--- src/rtl/cau_pkg.sv ---
// ----------------------------------------------------------------------------
// cau_pkg: shared definitions for the complex arithmetic unit
// Operation codes, the fixed field width and the control bundle that travels
// with each item down the pipeline.
// ----------------------------------------------------------------------------
package cau_pkg;

	localparam int FIELD_BITS = 32;
	localparam int CMD_BITS   = 3;

	typedef enum logic [CMD_BITS-1:0] {
		CMD_ADD  = 3'd0,
		CMD_SUB  = 3'd1,
		CMD_MUL  = 3'd2,
		CMD_DIV  = 3'd3,
		CMD_CONJ = 3'd4,
		CMD_MAG  = 3'd5
	} cmd_t;

	// Per-item control bits carried alongside the data path.
	typedef struct packed {
		logic is_div;
		logic dz;
		logic neg_re;
		logic neg_im;
		logic ovf_re;
		logic ovf_im;
	} ctl_t;

endpackage

--- src/rtl/cau_div_step.sv ---
// ----------------------------------------------------------------------------
// cau_div_step: one restoring division stage
// Develops one quotient bit for the real and the imaginary part of every item;
// the values, divisor and control bits pass through unchanged.
// ----------------------------------------------------------------------------
module cau_div_step import cau_pkg::*; #(
	parameter int W = 32
) (
	input  logic                  clk,
	input  logic                  arst_n,
	input  logic                  valid,
	output logic                  ready,
	input  ctl_t                  ctl,
	input  logic signed [2*W+1:0] val_re,
	input  logic signed [2*W+1:0] val_im,
	input  logic [2*W-1:0]        den,
	input  logic [2*W-1:0]        rem_re,
	input  logic [2*W-1:0]        rem_im,
	input  logic [W:0]            q_re,
	input  logic [W:0]            q_im,
	input  logic                  accept,
	output logic                  valid_s1,
	output ctl_t                  ctl_s1,
	output logic signed [2*W+1:0] val_re_s1,
	output logic signed [2*W+1:0] val_im_s1,
	output logic [2*W-1:0]        den_s1,
	output logic [2*W-1:0]        rem_re_s1,
	output logic [2*W-1:0]        rem_im_s1,
	output logic [W:0]            q_re_s1,
	output logic [W:0]            q_im_s1
);

	localparam int DW = 2 * W;
	localparam int QB = W + 1;

	// The quotient register doubles as the dividend tail: its top bit is the
	// next dividend bit and the new quotient bit enters at the bottom.
	function automatic logic [DW+QB-1:0] step(input logic [DW-1:0] rem,
		input logic [QB-1:0] q, input logic [DW-1:0] d);
		logic [DW:0] t;
		logic [DW:0] diff;
		logic        ge;
		t    = {rem, q[QB-1]};
		diff = t - {1'b0, d};
		ge   = (t >= {1'b0, d});
		step = ge ? {diff[DW-1:0], q[QB-2:0], 1'b1} : {t[DW-1:0], q[QB-2:0], 1'b0};
	endfunction

	logic [DW+QB-1:0] nx_re, nx_im;

	assign nx_re = step(rem_re, q_re, den);
	assign nx_im = step(rem_im, q_im, den);
	assign ready = !valid_s1 || accept;

	always_ff @(posedge clk or negedge arst_n) begin
		if (!arst_n) begin
			valid_s1 <= 1'b0;
		end else if (ready) begin
			valid_s1 <= valid;
		end
	end

	always_ff @(posedge clk) begin
		if (ready && valid) begin
			ctl_s1    <= ctl;
			val_re_s1 <= val_re;
			val_im_s1 <= val_im;
			den_s1    <= den;
			rem_re_s1 <= nx_re[DW+QB-1:QB];
			rem_im_s1 <= nx_im[DW+QB-1:QB];
			q_re_s1   <= nx_re[QB-1:0];
			q_im_s1   <= nx_im[QB-1:0];
		end
	end

endmodule

--- config.mk ---
export PLATFORM = sky130hd
export DESIGN_NAME = cau_div_step
export DESIGN_NICKNAME = d
export VERILOG_FILES = /design/src/rtl/cau_pkg.sv /design/src/rtl/cau_div_step.sv
export SDC_FILE = /design/constraint.sdc
export NUM_CORES = 1
export LEC_CHECK = 0
export BUFFER_PORTS_ARGS = -buffer_cell sky130_fd_sc_hd__buf_2
export CORE_AREA = 2 2 314 316
export DETAILED_ROUTE_END_ITERATION = 8
export DIE_AREA = 0 0 316 318
export HOLD_SLACK_MARGIN = 0.02
export SETUP_SLACK_MARGIN = 0.3
export SLEW_MARGIN = 0
export SYNTH_ARGS = -nofsm -noshare
export SYNTH_HDL_FRONTEND = slang
export SYNTH_SLANG_ARGS = --single-unit
--- constraint.sdc ---
create_clock -name clk -period 11 [get_ports clk]
set_clock_uncertainty 0.15 [all_clocks]
set_input_delay 0.55 -clock clk [delete_from_list [all_inputs] [get_ports clk]]
set_output_delay 0.55 -clock clk [all_outputs]
set_load 0.02 [all_outputs]
After elaboration in Yosys (flattened, before gate mapping)
Cells that the tools add are included. W data, S select, Z words.

Flip-flop bits (word level): 397. Word-level logic and storage cells: 23. Output and inout port bits: 398. Bits of input ports: 400.

Add/subtract/negate cells: 2. Mux-type cells: 2. Reductions and logical operators: 3. Magnitude comparators: 2.

Operator list (number): $mux W97 (2); $ge A65 B64 Y1 (2); $sub A64 B64 Y64 (2); $logic_and A1 B1 Y1 (1); $logic_not A1 Y1 (1); $logic_or A1 B1 Y1 (1).

Depth between registers and ports, before layout
Depth in word-level cells: 3. Gate-level depth with buffers: 16. Mapped depth without buffers: 13.

Least setup slack after synthesis
No wires, ideal clock.

Path type: input-to-reg. Start point: in accept. End point: reg ctl_s1[0] in the netlist's numbering (enable). Path buffers: 0. Required time: 10.041 ns. Library setup time: 0.809 ns. Data arrival time: 9.800 ns. Slack: 0.242 ns. Cell stages on the path: 2. Path through: nand2b_1 and2_1.

Longest elaborated chain between the ends: 2.

RTL lines: from (decl) (line cau_div_step.sv:21) `input logic accept,`; $logic_or A1 B1 Y1 (line cau_div_step.sv:53) `assign ready = !valid_s1 || accept;`; $logic_and A1 B1 Y1 (line cau_div_step.sv:64) `if (ready && valid) begin`; to (signal assigned) (line cau_div_step.sv:65) `ctl_s1 <= ctl;`; to (decl) (line cau_div_step.sv:23) `output ctl_t ctl_s1,`.

Every way passes these cells. A chain may end at the register's enable or synchronous reset.

Worst setup path after layout
Start point: in den[0]. End point: reg rem_re_s1[62], data pin.

Longest elaborated chain between the ends: 2. Elaborated cells between the ends (all ways): 3.

RTL lines: from (decl) (line cau_div_step.sv:16) `input logic [2*W-1:0] den,`; $sub A64 B64 Y64 or $ge A65 B64 Y1 (tied branches) (line cau_div_step.sv:44, cau_div_step.sv:45); $mux W97 * (line cau_div_step.sv:46) `step = ge ? {diff[DW-1:0], q[QB-2:0], 1'b1} : {t[DW-1:0], q[QB-2:0], 1'b0};`; named net nx_re[95] (line cau_div_step.sv:49) `logic [DW+QB-1:0] nx_re, nx_im;`; to (signal assigned) (line cau_div_step.sv:69) `rem_re_s1 <= nx_re[DW+QB-1:QB];`; to (decl) (line cau_div_step.sv:27) `output logic [2*W-1:0] rem_re_s1,`.

Mark *: on every way through the listed nets, which the timed path passes. The rest lies on a longest branch.

==> results.cfg <==
[routing]
via_per_inst = 4.63
dr_wl_met2_um = 54200
routedWlPerCell_um = 24.4
drc = 0
dr.pass1.iters = 5
drt-met1-wl_um = 38600
ant_nets = 0
vias = 20000
routed_wl_um = 105000
top_layer = met5
wl_met3_um = 8820
drtIter0Drc = 1361

[global_routing]
grt_overflow = 0
grt_pass1_vias = 20000
grt_pass1_wl_um = 143000
grt_antenna_before_repair = 62
grt_start_max_net_pins = 128
globalRouteTotalUtil_pct = 20.0

[sta]
final_max_slew_viol_count = 0
tightest_slew_ns = 1.18
hold_viol = 0
setup_viol = 0
rsz0062_at_grt = false
relSlewSlack_pct = 20.5
clock.fmax_mhz = 208
post-route-period-util_pct = 43.7
post-route-min-period_ns = 4.80
setup_tns_ns = 0

[synth]
synth.avg_cell_area_um2 = 11.1
async_flop_share_pct = 0.252
synth_edf_count = 396
syn-instance-count = 1919
synth_cell_type_count = 82
seq_area_frac_synth_pct = 55.8
ys_ff_latch = 397
synth_ff_type = edfxtp_1
netlist_area_um2 = 21400
syn_nets = 2449
yosysWarnings = 0

[final_layout]
multi_input_area_um2 = 8700
drive_above_1_share_pct = 30.5
fillers = 9960
seqCellArea_um2 = 11900
post_layout_nonfiller_instances = 4314
area_growth_pct = 45.6
nets = 3506

[critical_path]
end_kind = register
r2r-start = valid_s1
reg2regPathDepth = 3
cp_top_family = compound AO/OA/AOI/OAI gates
crit_slowest_cell = o31ai_1
crit_top_cell = a41oi_1
endpoint = rem_re_s1[62]
reg2reg_slack_ns = 8.25
crit_chain = dlygate4sd3_1 -> buf_2 -> ha_1 -> fa_1 -> nand2b_1 -> a21oi_1 -> o211ai_1 -> o21ai_1 -> a41oi_1 -> o211ai_2 -> a41oi_1 -> o31ai_1 -> and4_1 -> nor3_2
r2r_end = den_s1[50]
worst_ep_required_time_ns = 11.22
cp.depth = 14
worstPathMaxFanout = 4
startpoint = den[0]
slowest_delay_ns = 0.61
path_buf_inv = 2
worstPathArrival_ns = 5.02
start_kind = primary input
crit_type = primary input to register

[placement]
portBuffers = 797
place.gp.congestion = 0.899
place_inst = 3943
hpwlAfterDp_um = 85500

[clock_tree]
cts_tree = built
cts_setup_buffers = 0
clock_latency_ns = 0.61
cts_max_path_buffers = 3
cts_resized = 0
clkSinkCount = 397
cts_root_buffer = clkbuf_16
cts_made_buffers = 50
htree_levels = 2
clkTransAtPathRegs_ns = 0.06
holdBufCountCts = 268

[power]
power.density_nw_per_um2 = 151
leakagePower_nw = 13.1
peakVddDrop_mv = 0.0973
fin_total_pwr_mw = 4.70

[floorplanning]
core_um2 = 97400
die_w_um = 316
dieArea_um2 = 100000
ioPinCount = 798
start_util_pct = 21.9
die_height_um = 318
rows = 115

[hold_path]
hold_class = primary input to register

[flow_run]
cap_violations = 0

[outcome]
status = finished, final reports clean
-- per-layer routing --
metal  GRT usage (%)  vias up
met3            6.25      205
met5               0        -
met2            36.9      827
li1                -     9303
met1            21.5     9609
met4            6.42       48
-- cells by family (layout without fill, tap and decap cells) --
logic type / after synthesis / after routing / synth area share, %
XOR/XNOR: 113 / 113 / 4.63
adder cells (fa/ha/maj): 130 / 130 / 7.68
buffers and inverters: 182 / 1275 / 3.60
AND/OR/NAND/NOR: 510 / 510 / 11.0
other: 0 / 15 / 0
flip-flops: 397 / 397 / 55.8
multiplexers: 6 / 6 / 0.310
AO/OA/AOI/OAI: 581 / 581 / 17.0
-- cells in the final DEF (no fill, tap or decap), types with 41 or more instances in the layout --
cell type / synthesis / layout
a21o_1: 71 / 71
a21oi_1: 187 / 187
buf_2: 14 / 797
clkbuf_16: 0 / 50
dlygate4sd3_1: 0 / 268
edfxtp_1: 396 / 396
ha_1: 128 / 128
inv_1: 106 / 106
nand2_1: 200 / 200
nand4_1: 41 / 41
nor2_1: 121 / 121
o21ai_0: 149 / 149
xnor2_1: 64 / 64
xor2_1: 49 / 49
-- sequential cells by signal, indices dropped and copies added, names as in the netlist, 6 cells and up --
signal,cells
den_s1,64
val_im_s1,66
q_im_s1,33
ctl_s1,6
q_re_s1,33
rem_re_s1,64
val_re_s1,66
rem_im_s1,64
-- synth_stat cells, drive strengths merged, types with 17 or more instances --
cell type  count  area share (%)
edfxtp       396              56
nand2        200             3.5
a21oi        187             4.4
o21ai        154             3.6
ha           128             7.5
nor2         122             2.2
inv          107             1.9
a21o          71             2.5
xnor2         64             2.6
clkbuf        49            0.86
xor2          49             2.0
nand4         41             1.2
nor3          34            0.87
o21bai        34             1.2
nand3         28            0.66
buf           25            0.82
a31oi         23            0.67
nand2b        17            0.50
-- worst register-to-register path, stage by stage (launching register included) --
cell and delay (ns):
dfrtp_1 0.38, nand2b_1 0.14, and2_4 0.71, buf_4 0.90
-- through the flow --
step           cell area [um^2]  utilization (%)  worst slack [ns]  hold slack [ns]
5_1_grt                   31100             31.9              6.04           0.0351
3_5_place_dp              26700             27.4              5.88            0.187
6_report                  31100             31.9              6.20           0.0741
2_1_floorplan             21400                -              4.69            0.104
4_1_cts                   31100             31.9              6.02           0.0216
3_3_place_gp              26700             27.4              5.77            0.187
-- report_power, final --
group	switching (mW)	leakage, nW	internal (mW)
registers	0.0325	3.78	1.82
clock network	0.717	0.812	0.980
logic	0.731	8.49	0.418
-- area by class of cell --
class | instances | area share (%)
tap | 1287 | 5.18
clock buffer | 60 | 4.24
inverter | 108 | 1.32
multi-input combinational | 1340 | 28.0
sequential | 397 | 38.3
clock inverter | 28 | 1.06
antenna | 15 | 0.121
timing repair buffer | 1079 | 21.8
-- worst min path at each step --
stage | end | startpoint | cells after the start | slack (ns)
after CTS | rem_im_s1[44] | rem_im[43] | 3 | 0.02
after global routing | den_s1[1] | den[1] | 1 | 0.04
after floorplan | valid_s1 | arst_n | 0 | 0.10
after detailed placement | valid_s1 | arst_n | 1 | 0.19
after global placement | valid_s1 | arst_n | 1 | 0.19
final | den_s1[1] | den[1] | 1 | 0.07
(Power assumes the default switching activity.)
