### src/rtl/cau_pkg.sv
// ----------------------------------------------------------------------------
// cau_pkg: shared definitions for the complex arithmetic unit
// Operation codes, the fixed field width and the control bundle that travels
// with each item down the pipeline.
// ----------------------------------------------------------------------------
package cau_pkg;

	localparam int FIELD_BITS = 32;
	localparam int CMD_BITS   = 3;

	typedef enum logic [CMD_BITS-1:0] {
		CMD_ADD  = 3'd0,
		CMD_SUB  = 3'd1,
		CMD_MUL  = 3'd2,
		CMD_DIV  = 3'd3,
		CMD_CONJ = 3'd4,
		CMD_MAG  = 3'd5
	} cmd_t;

	// Per-item control bits carried alongside the data path.
	typedef struct packed {
		logic is_div;
		logic dz;
		logic neg_re;
		logic neg_im;
		logic ovf_re;
		logic ovf_im;
	} ctl_t;

endpackage

### src/rtl/cau_sat.sv
// ----------------------------------------------------------------------------
// cau_sat: saturation and output register
// Clips each result part to the signed word range, applies the divide by zero
// rule and holds the finished item for the downstream side.
// ----------------------------------------------------------------------------
module cau_sat import cau_pkg::*; #(
	parameter int W = 32
) (
	input  logic                  clk,
	input  logic                  arst_n,
	input  logic                  valid,
	output logic                  ready,
	input  ctl_t                  ctl,
	input  logic signed [2*W+1:0] val_re,
	input  logic signed [2*W+1:0] val_im,
	input  logic [W:0]            q_re,
	input  logic [W:0]            q_im,
	input  logic                  stall,
	output logic                  res_valid,
	output logic [FIELD_BITS-1:0] res_re,
	output logic [FIELD_BITS-1:0] res_im,
	output logic                  div_zero,
	output logic                  saturated
);

	localparam int VB = 2 * W + 2;
	localparam int QB = W + 1;

	localparam logic signed [VB-1:0] MAXV = {{(VB-W+1){1'b0}}, {(W-1){1'b1}}};
	localparam logic signed [VB-1:0] MINV = {{(VB-W+1){1'b1}}, {(W-1){1'b0}}};
	localparam logic signed [W-1:0]  MAXW = {1'b0, {(W-1){1'b1}}};
	localparam logic signed [W-1:0]  MINW = {1'b1, {(W-1){1'b0}}};
	localparam logic [FIELD_BITS-1:0] MAXF = FIELD_BITS'(MAXW);
	localparam logic [FIELD_BITS-1:0] MINF = FIELD_BITS'(MINW);

	function automatic logic [W:0] clamp(input logic signed [VB-1:0] v,
		input logic is_div, input logic neg, input logic ovf, input logic [QB-1:0] q);
		logic signed [VB-1:0] s;
		logic                 clip;
		logic [W-1:0]         r;
		if (is_div) begin
			s = neg ? -$signed(VB'(q)) : $signed(VB'(q));
		end else begin
			s = v;
		end
		if (is_div && ovf) begin
			clip = 1'b1;
			r    = neg ? MINW : MAXW;
		end else if (s > MAXV) begin
			clip = 1'b1;
			r    = MAXW;
		end else if (s < MINV) begin
			clip = 1'b1;
			r    = MINW;
		end else begin
			clip = 1'b0;
			r    = s[W-1:0];
		end
		clamp = {clip, r};
	endfunction

	logic [W:0]          c_re, c_im;
	logic signed [W-1:0] sat_re, sat_im;
	logic                clip;

	always_comb begin
		c_re = clamp(val_re, ctl.is_div, ctl.neg_re, ctl.ovf_re, q_re);
		c_im = clamp(val_im, ctl.is_div, ctl.neg_im, ctl.ovf_im, q_im);
		if (ctl.dz) begin
			sat_re = '0;
			sat_im = '0;
			clip   = 1'b0;
		end else begin
			sat_re = c_re[W-1:0];
			sat_im = c_im[W-1:0];
			clip   = c_re[W] || c_im[W];
		end
	end

	assign ready = !res_valid || !stall;

	always_ff @(posedge clk or negedge arst_n) begin
		if (!arst_n) begin
			res_valid <= 1'b0;
		end else if (ready) begin
			res_valid <= valid;
		end
	end

	always_ff @(posedge clk) begin
		if (ready && valid) begin
			res_re    <= FIELD_BITS'(sat_re);
			res_im    <= FIELD_BITS'(sat_im);
			div_zero  <= ctl.dz;
			saturated <= clip;
		end
	end

	a_dz_zero: assert property (@(posedge clk) disable iff (!arst_n)
		res_valid && div_zero |-> res_re == '0 && res_im == '0 && !saturated)
		else $error("divide by zero result is not clean zero");

	a_sext: assert property (@(posedge clk) disable iff (!arst_n)
		res_valid |-> res_re == FIELD_BITS'($signed(res_re[W-1:0]))
			&& res_im == FIELD_BITS'($signed(res_im[W-1:0])))
		else $error("result part exceeds the word range");

	a_sat_edge: assert property (@(posedge clk) disable iff (!arst_n)
		res_valid && saturated |-> (res_re == MAXF || res_re == MINF
			|| res_im == MAXF || res_im == MINF))
		else $error("saturated flag without a clipped part");

	a_dz_path: assert property (@(posedge clk) disable iff (!arst_n)
		valid && ready && ctl.dz |=> res_valid && div_zero)
		else $error("divide by zero flag lost at the output");

endmodule

### config.mk
export PLATFORM = sky130hd
export DESIGN_NAME = cau_sat
export DESIGN_NICKNAME = d
export VERILOG_FILES = /design/src/rtl/cau_pkg.sv /design/src/rtl/cau_sat.sv
export SDC_FILE = /design/constraint.sdc
export NUM_CORES = 1
export LEC_CHECK = 0
export BUFFER_PORTS_ARGS = -buffer_cell sky130_fd_sc_hd__buf_2
export CAP_MARGIN = 30
export CORE_UTILIZATION = 50
export DETAILED_ROUTE_END_ITERATION = 7
export PLACE_DENSITY = 0.89
export SYNTH_ARGS = -nofsm -noshare
export SYNTH_HDL_FRONTEND = slang
export SYNTH_SLANG_ARGS = --single-unit
export TNS_END_PERCENT = 5
### constraint.sdc
create_clock -name clk -period 4.7 [get_ports clk]
set_input_delay 1.175 -clock clk [delete_from_list [all_inputs] [get_ports clk]]
set_output_delay 1.175 -clock clk [all_outputs]
set_load 0.02 [all_outputs]
-- Yosys cells after proc, flatten, opt, wreduce, memory -nomap -nowiden
Index checks and enable logic that the tools add are counted.
- output and inout bits: 68
- word-level logic and storage cells: 36
- flip-flop bits (word level): 67
- input port bits: 208
- magnitude comparators: 4
- mux-type cells: 18
- $add $sub $neg: 2
- reduce and logical (&&, ||, !) cells: 7
- operators by type and width (operator ; count):
    two-way mux 66 bit ; 4
    two-way mux 32 bit ; 8
    greater-than comparator 66 x 32 -> 1 bit, second input constant ; 2
    < comparator 66 x 32 -> 1 bit, second input constant ; 2
    negation 33 -> 66 bit ; 2
    two-way mux 1 bit ; 6
    logical AND 1 bit ; 3
    logical NOT 1 bit ; 2
    logical OR 1 bit ; 2

-- Logic depth before layout (Yosys ltp)
- depth after elaboration: 8
- gate-level depth with buffers: 15
- mapped depth without buffers: 14

-- Worst setup path after synthesis
OpenSTA, ideal clock, no wires.
- path type: input to register
- from: in q_re[11]
- to: reg res_re[13], data pin
- arrival: 4196 ps
- buffers on the path: 1
- data required time: 4444 ps
- library setup time: 256 ps
- stages on the path: 13
- path slack: 248 ps
- cell sequence: nor4_2 nand4_2 or4_4 nor2_1 ha_1 nand2b_1 a2111oi_0 o2111a_1 a311oi_1 nor4_2 or3_4 buf_6 o21ai_2
- longest elaborated chain between the ends: 7
- elaborated cells on any way between the ends: 8
- classes of those cells: add/sub: 1; order compare: 2; mux: 5
- ends and longest elaborated chain (what ; RTL line ; source):
    from (decl) ; cau_sat.sv:16 ; input logic [W:0] q_re,
    negation 33 -> 66 bit ; cau_sat.sv:42 ; s = neg ? -$signed(VB'(q)) : $signed(VB'(q));
    two-way mux 66 bit * ; cau_sat.sv:42 ;
    two-way mux 66 bit * ; cau_sat.sv:41 ; if (is_div) begin
    < comparator 66 x 32 -> 1 bit ; cau_sat.sv:52 ; end else if (s < MINV) begin
    two-way mux 32 bit ; cau_sat.sv:52 ;
    two-way mux 32 bit * ; cau_sat.sv:49 ; end else if (s > MAXV) begin
    two-way mux 32 bit * ; cau_sat.sv:46 ; if (is_div && ovf) begin
    to (signal assigned) ; cau_sat.sv:92 ; res_re <= FIELD_BITS'(sat_re);
    to (decl) ; cau_sat.sv:20 ; output logic [FIELD_BITS-1:0] res_re,
Every way passes the cells marked *; elsewhere a longest branch is shown, timed or not.
A chain may end at the register's enable or synchronous reset.

-- Worst setup path in the final report
- from: in q_re[11]
- to: reg res_re[18], data pin
Same word-level chain as after synthesis.

==> impl_metrics.py <==
metrics = {
    "status": {
        "run_status": "finished clean",
    },
    "worst_setup_path": {
        "critical_path_class": "input port to register",
        "worstReg2RegEnd": "res_re[1]",
        "critPathLaunchType": "input port",
        "end_kind": "register",
        "cell_chain_of_the_critical_path": "buf_2 > nor4_2 > nand4_2 > or4_4 > nor2_1 > ha_1 > nand2b_1 > a2111oi_0 > o2111a_1 > a311oi_1 > nor4_2 > or3_4 > buf_12 > o21ai_2",
        "reg2reg_from": "res_valid",
        "path_max_fanout": 15,
        "critical-path-top-delay-family": "simple AND/OR/NAND/NOR gates",
        "r2r_slack_ps": 2980,
        "largest_stage_delay_worst_path_ps": 550,
        "worst_ep_arrival_time_ps": 4550,
        "cp_num_buf_inv": 2,
        "number_of_cells_on_the_worst_reg_to_reg_path": 3,
        "crit_required_ps": 4800,
        "critical_path_slowest_stage_cell": "or4_4",
        "timing.critical_path.mode_cell": "nor4_2",
    },
    "timing": {
        "setup_viol_count_final": 0,
        "finalWorstPathRequiredPeriod_ps": 4450,
        "unrepaired_setup_endpoints_after_global_routing": "false",
        "report.final.hold_viol_count": 0,
        "worst_slew_margin_rel_pct": 42.6,
        "final_max_slew_viol_count": 0,
        "max_clock_freq_ghz": 0.225,
        "final_worst_setup_slack_ps": 249,
        "post-route-period-util_pct": 94.7,
        "timing.clock.skew_ps": 7.13,
        "tns_ps": 0,
        "max_slew.worst_pin.slew_ps": 861,
    },
    "logic_synthesis": {
        "average_footprint_of_a_synthesized_cell_sq_um": 9.01,
        "yosysMostFrequentCell": "edfxtp_1",
        "ys.flop_type": "edfxtp_1",
        "ys_ff_latch": 67,
        "async_flop_share_pct": 1.49,
        "synth_cell_types": 62,
        "synth_top_area_share_pct": 36.5,
        "ys_seq_area_share_pct": 37.0,
        "yosysTopAreaCell": "edfxtp_1",
        "syn-num-nets": 814,
        "synth_edf_count": 66,
        "netlist_area_pre_place_sq_um": 5420,
        "netlist_top_cells_count": "edfxtp_1, nor2_1, o21ai_0",
        "ys.warnings.count": 0,
        "synth.top_cells.by_area": "edfxtp_1, xor2_1, o21ai_0",
        "synthCells": 602,
    },
    "final_layout": {
        "finish.instance_area_sq_um": 7220,
        "utilization_pct": 69.3,
        "layout-drive-gt1-share_pct": 42.1,
        "layout.nets": 1091,
        "layout-area-overhead-vs-synth_pct": 33.2,
        "insertedDiodeCount": 0,
    },
    "power": {
        "power_frac_clock_pct": 30.7,
        "relative_contribution_of_combinational_cells_to_total_power_pct": 28.6,
        "net-switching-power_uw": 555,
        "cellInternalPower_mw": 1.24,
        "seq_power_share_pct": 40.7,
        "peakVddDrop_mv": 0.152,
        "post-layout-total-power_mw": 1.79,
        "netSwitchingFraction_pct": 31.0,
        "p_per_area_nw_per_um2": 248,
        "power_leakage_nw": 3.05,
    },
    "floorplanning": {
        "core_footprint_sq_um": 10400,
        "die_height_um": 106,
        "die_width_um": 106,
        "initial_core_util_pct": 52.1,
        "floorplan.rows": 37,
        "floorplan.die_area_sq_um": 11300,
        "ios": 276,
    },
    "route": {
        "detail_route.wirelength_um": 16700,
        "via_count": 5907,
        "post_drt_via_cell_ratio": 5.79,
        "drt_first_iter_violations": 457,
        "post_detailed_route_drc_marker_count": 0,
        "drtPass1Iterations": 7,
        "routedWlPerCell_um": 16.3,
        "antenna_violating_nets_post_route": 0,
    },
    "place": {
        "gp_routability_congestion": 0.957,
        "io_buffers": 275,
        "place_hpwl_um": 13000,
        "pre_cts_slack_ps": -91.1,
        "placed_area_sq_um": 7000,
    },
    "min_path": {
        "worstHoldEndpoint": "res_valid",
        "worst_hold_path.num_cells": 2,
        "min-delay-start": "res_valid",
        "min-delay-path-class": "register to register",
    },
    "global_route": {
        "maximum_number_of_pins_on_one_net_before_global_route_repair": 67,
        "grt_first_pass_wirelength_um": 26300,
        "grt_overflow_total": 0,
        "grt_antenna_before_repair": 0,
        "grt.total_usage_pct": 29.6,
        "first_global_vias": 5529,
    },
    "clocking": {
        "tritoncts": "done",
        "cts.htree.levels": 3,
        "cts_resized": 0,
        "max-clock-path-buffers": 2,
        "clock-sinks": 67,
        "cts_root_buf": "clkbuf_8",
        "cts_inserted_buffers": 9,
        "clk_pin_slew_worst_paths_ps": 80,
        "cts_hold_repair.buffers": 0,
        "cts_post_setup_buffers_inserted": 0,
        "insertion_delay_ps": 340,
    },
    "flow_run": {
        "max_cap_violations": 0,
    },
}
tightest hold or removal path: cells and delay by family (launching register included):
kind / cells / cell delay (ps)
flops: 1 / 350
simple gates: 2 / 160
cell families (layout without fill, tap and decap cells):
logic type | Yosys count | after routing | share of synthesized area [%]
buffers and inverters | 49 | 331 | 5.24
xor gates and xnor gates | 58 | 58 | 9.37
DFF | 67 | 67 | 37.0
muxes | 9 | 9 | 1.66
AOI/OAI and AO/OA | 203 | 203 | 24.5
and+or+nand+nor | 212 | 212 | 21.3
adders and majority gates | 4 | 4 | 0.923
layout by cell type (no fill, tap or decap), types with 3 or more instances in the layout:
cell,instances
a21oi_1,51
buf_12,4
buf_2,275
buf_4,25
clkbuf_8,10
edfxtp_1,66
ha_1,4
inv_1,10
mux2i_1,9
nand2_1,42
nand2b_1,3
nand3_1,10
nand4_1,20
nand4b_1,3
nor2_1,60
nor2b_1,5
nor3_1,11
nor4_1,26
nor4_2,3
o21ai_0,55
o21ai_1,15
o21ai_2,31
o31ai_1,18
o41ai_1,13
or3_1,6
or3_4,3
or4_1,4
xnor2_1,8
xor2_1,50
sequential cells by signal (all words and copies together) (netlist names):
| register | count |
|---|---|
| div_zero | 1 |
| res_valid | 1 |
| res_re | 32 |
| res_im | 32 |
| saturated | 1 |
layer usage:
| layer | GRT usage [%] | vias to the layer above | share of wire (%) |
|---|---|---|---|
| li1 | - | 2861 | - |
| met1 | 37.2 | 2699 | 40 |
| met2 | 50.5 | 310 | 50 |
| met3 | 3.31 | 37 | 7.0 |
| met4 | 14.4 | 0 | 3.2 |
| met5 | 0 | - | 0 |
power by group through the flow:
stage / registers (mW) / clock network (mW) / logic [mW]
global placement: 0.741 / 0 / 0.498
floorplan: 0.800 / 0 / 0.237
CTS: 0.729 / 0.555 / 0.511
finish: 0.728 / 0.550 / 0.513
global route: 0.732 / 0.587 / 0.562
detailed placement: 0.742 / 0 / 0.509
metrics by stage:
step,hold WS [ps],instances
after floorplan,777,602
after global placement,497,1004
after detailed placement,546,1004
after CTS,567,1020
after global routing,566,1020
final,547,1020
cell type report:
cell class | instances | area (sq um)
clock buffer | 10 | 138
clock inverter | 6 | 88.8
fill | 872 | 3190
inverter | 11 | 41.3
multi-input combinational | 486 | 3130
sequential | 67 | 2010
tap | 136 | 170
timing repair buffer | 304 | 1640
how the worst max path moves through the flow:
| stage | startpoint | end | slack [ps] | cells past startpoint |
|---|---|---|---|---|
| 6_report | q_re[11] | res_re[18] | 250 | 14 |
| 3_5_place_dp | q_re[11] | res_re[9] | -90 | 14 |
| 5_1_grt | q_re[11] | res_re[18] | 60 | 14 |
| 3_3_place_gp | q_re[11] | res_re[7] | -40 | 14 |
| 4_1_cts | q_re[11] | res_re[18] | 270 | 14 |
| 2_1_floorplan | q_re[11] | res_re[13] | 250 | 13 |
(Power assumes the default switching activity.)
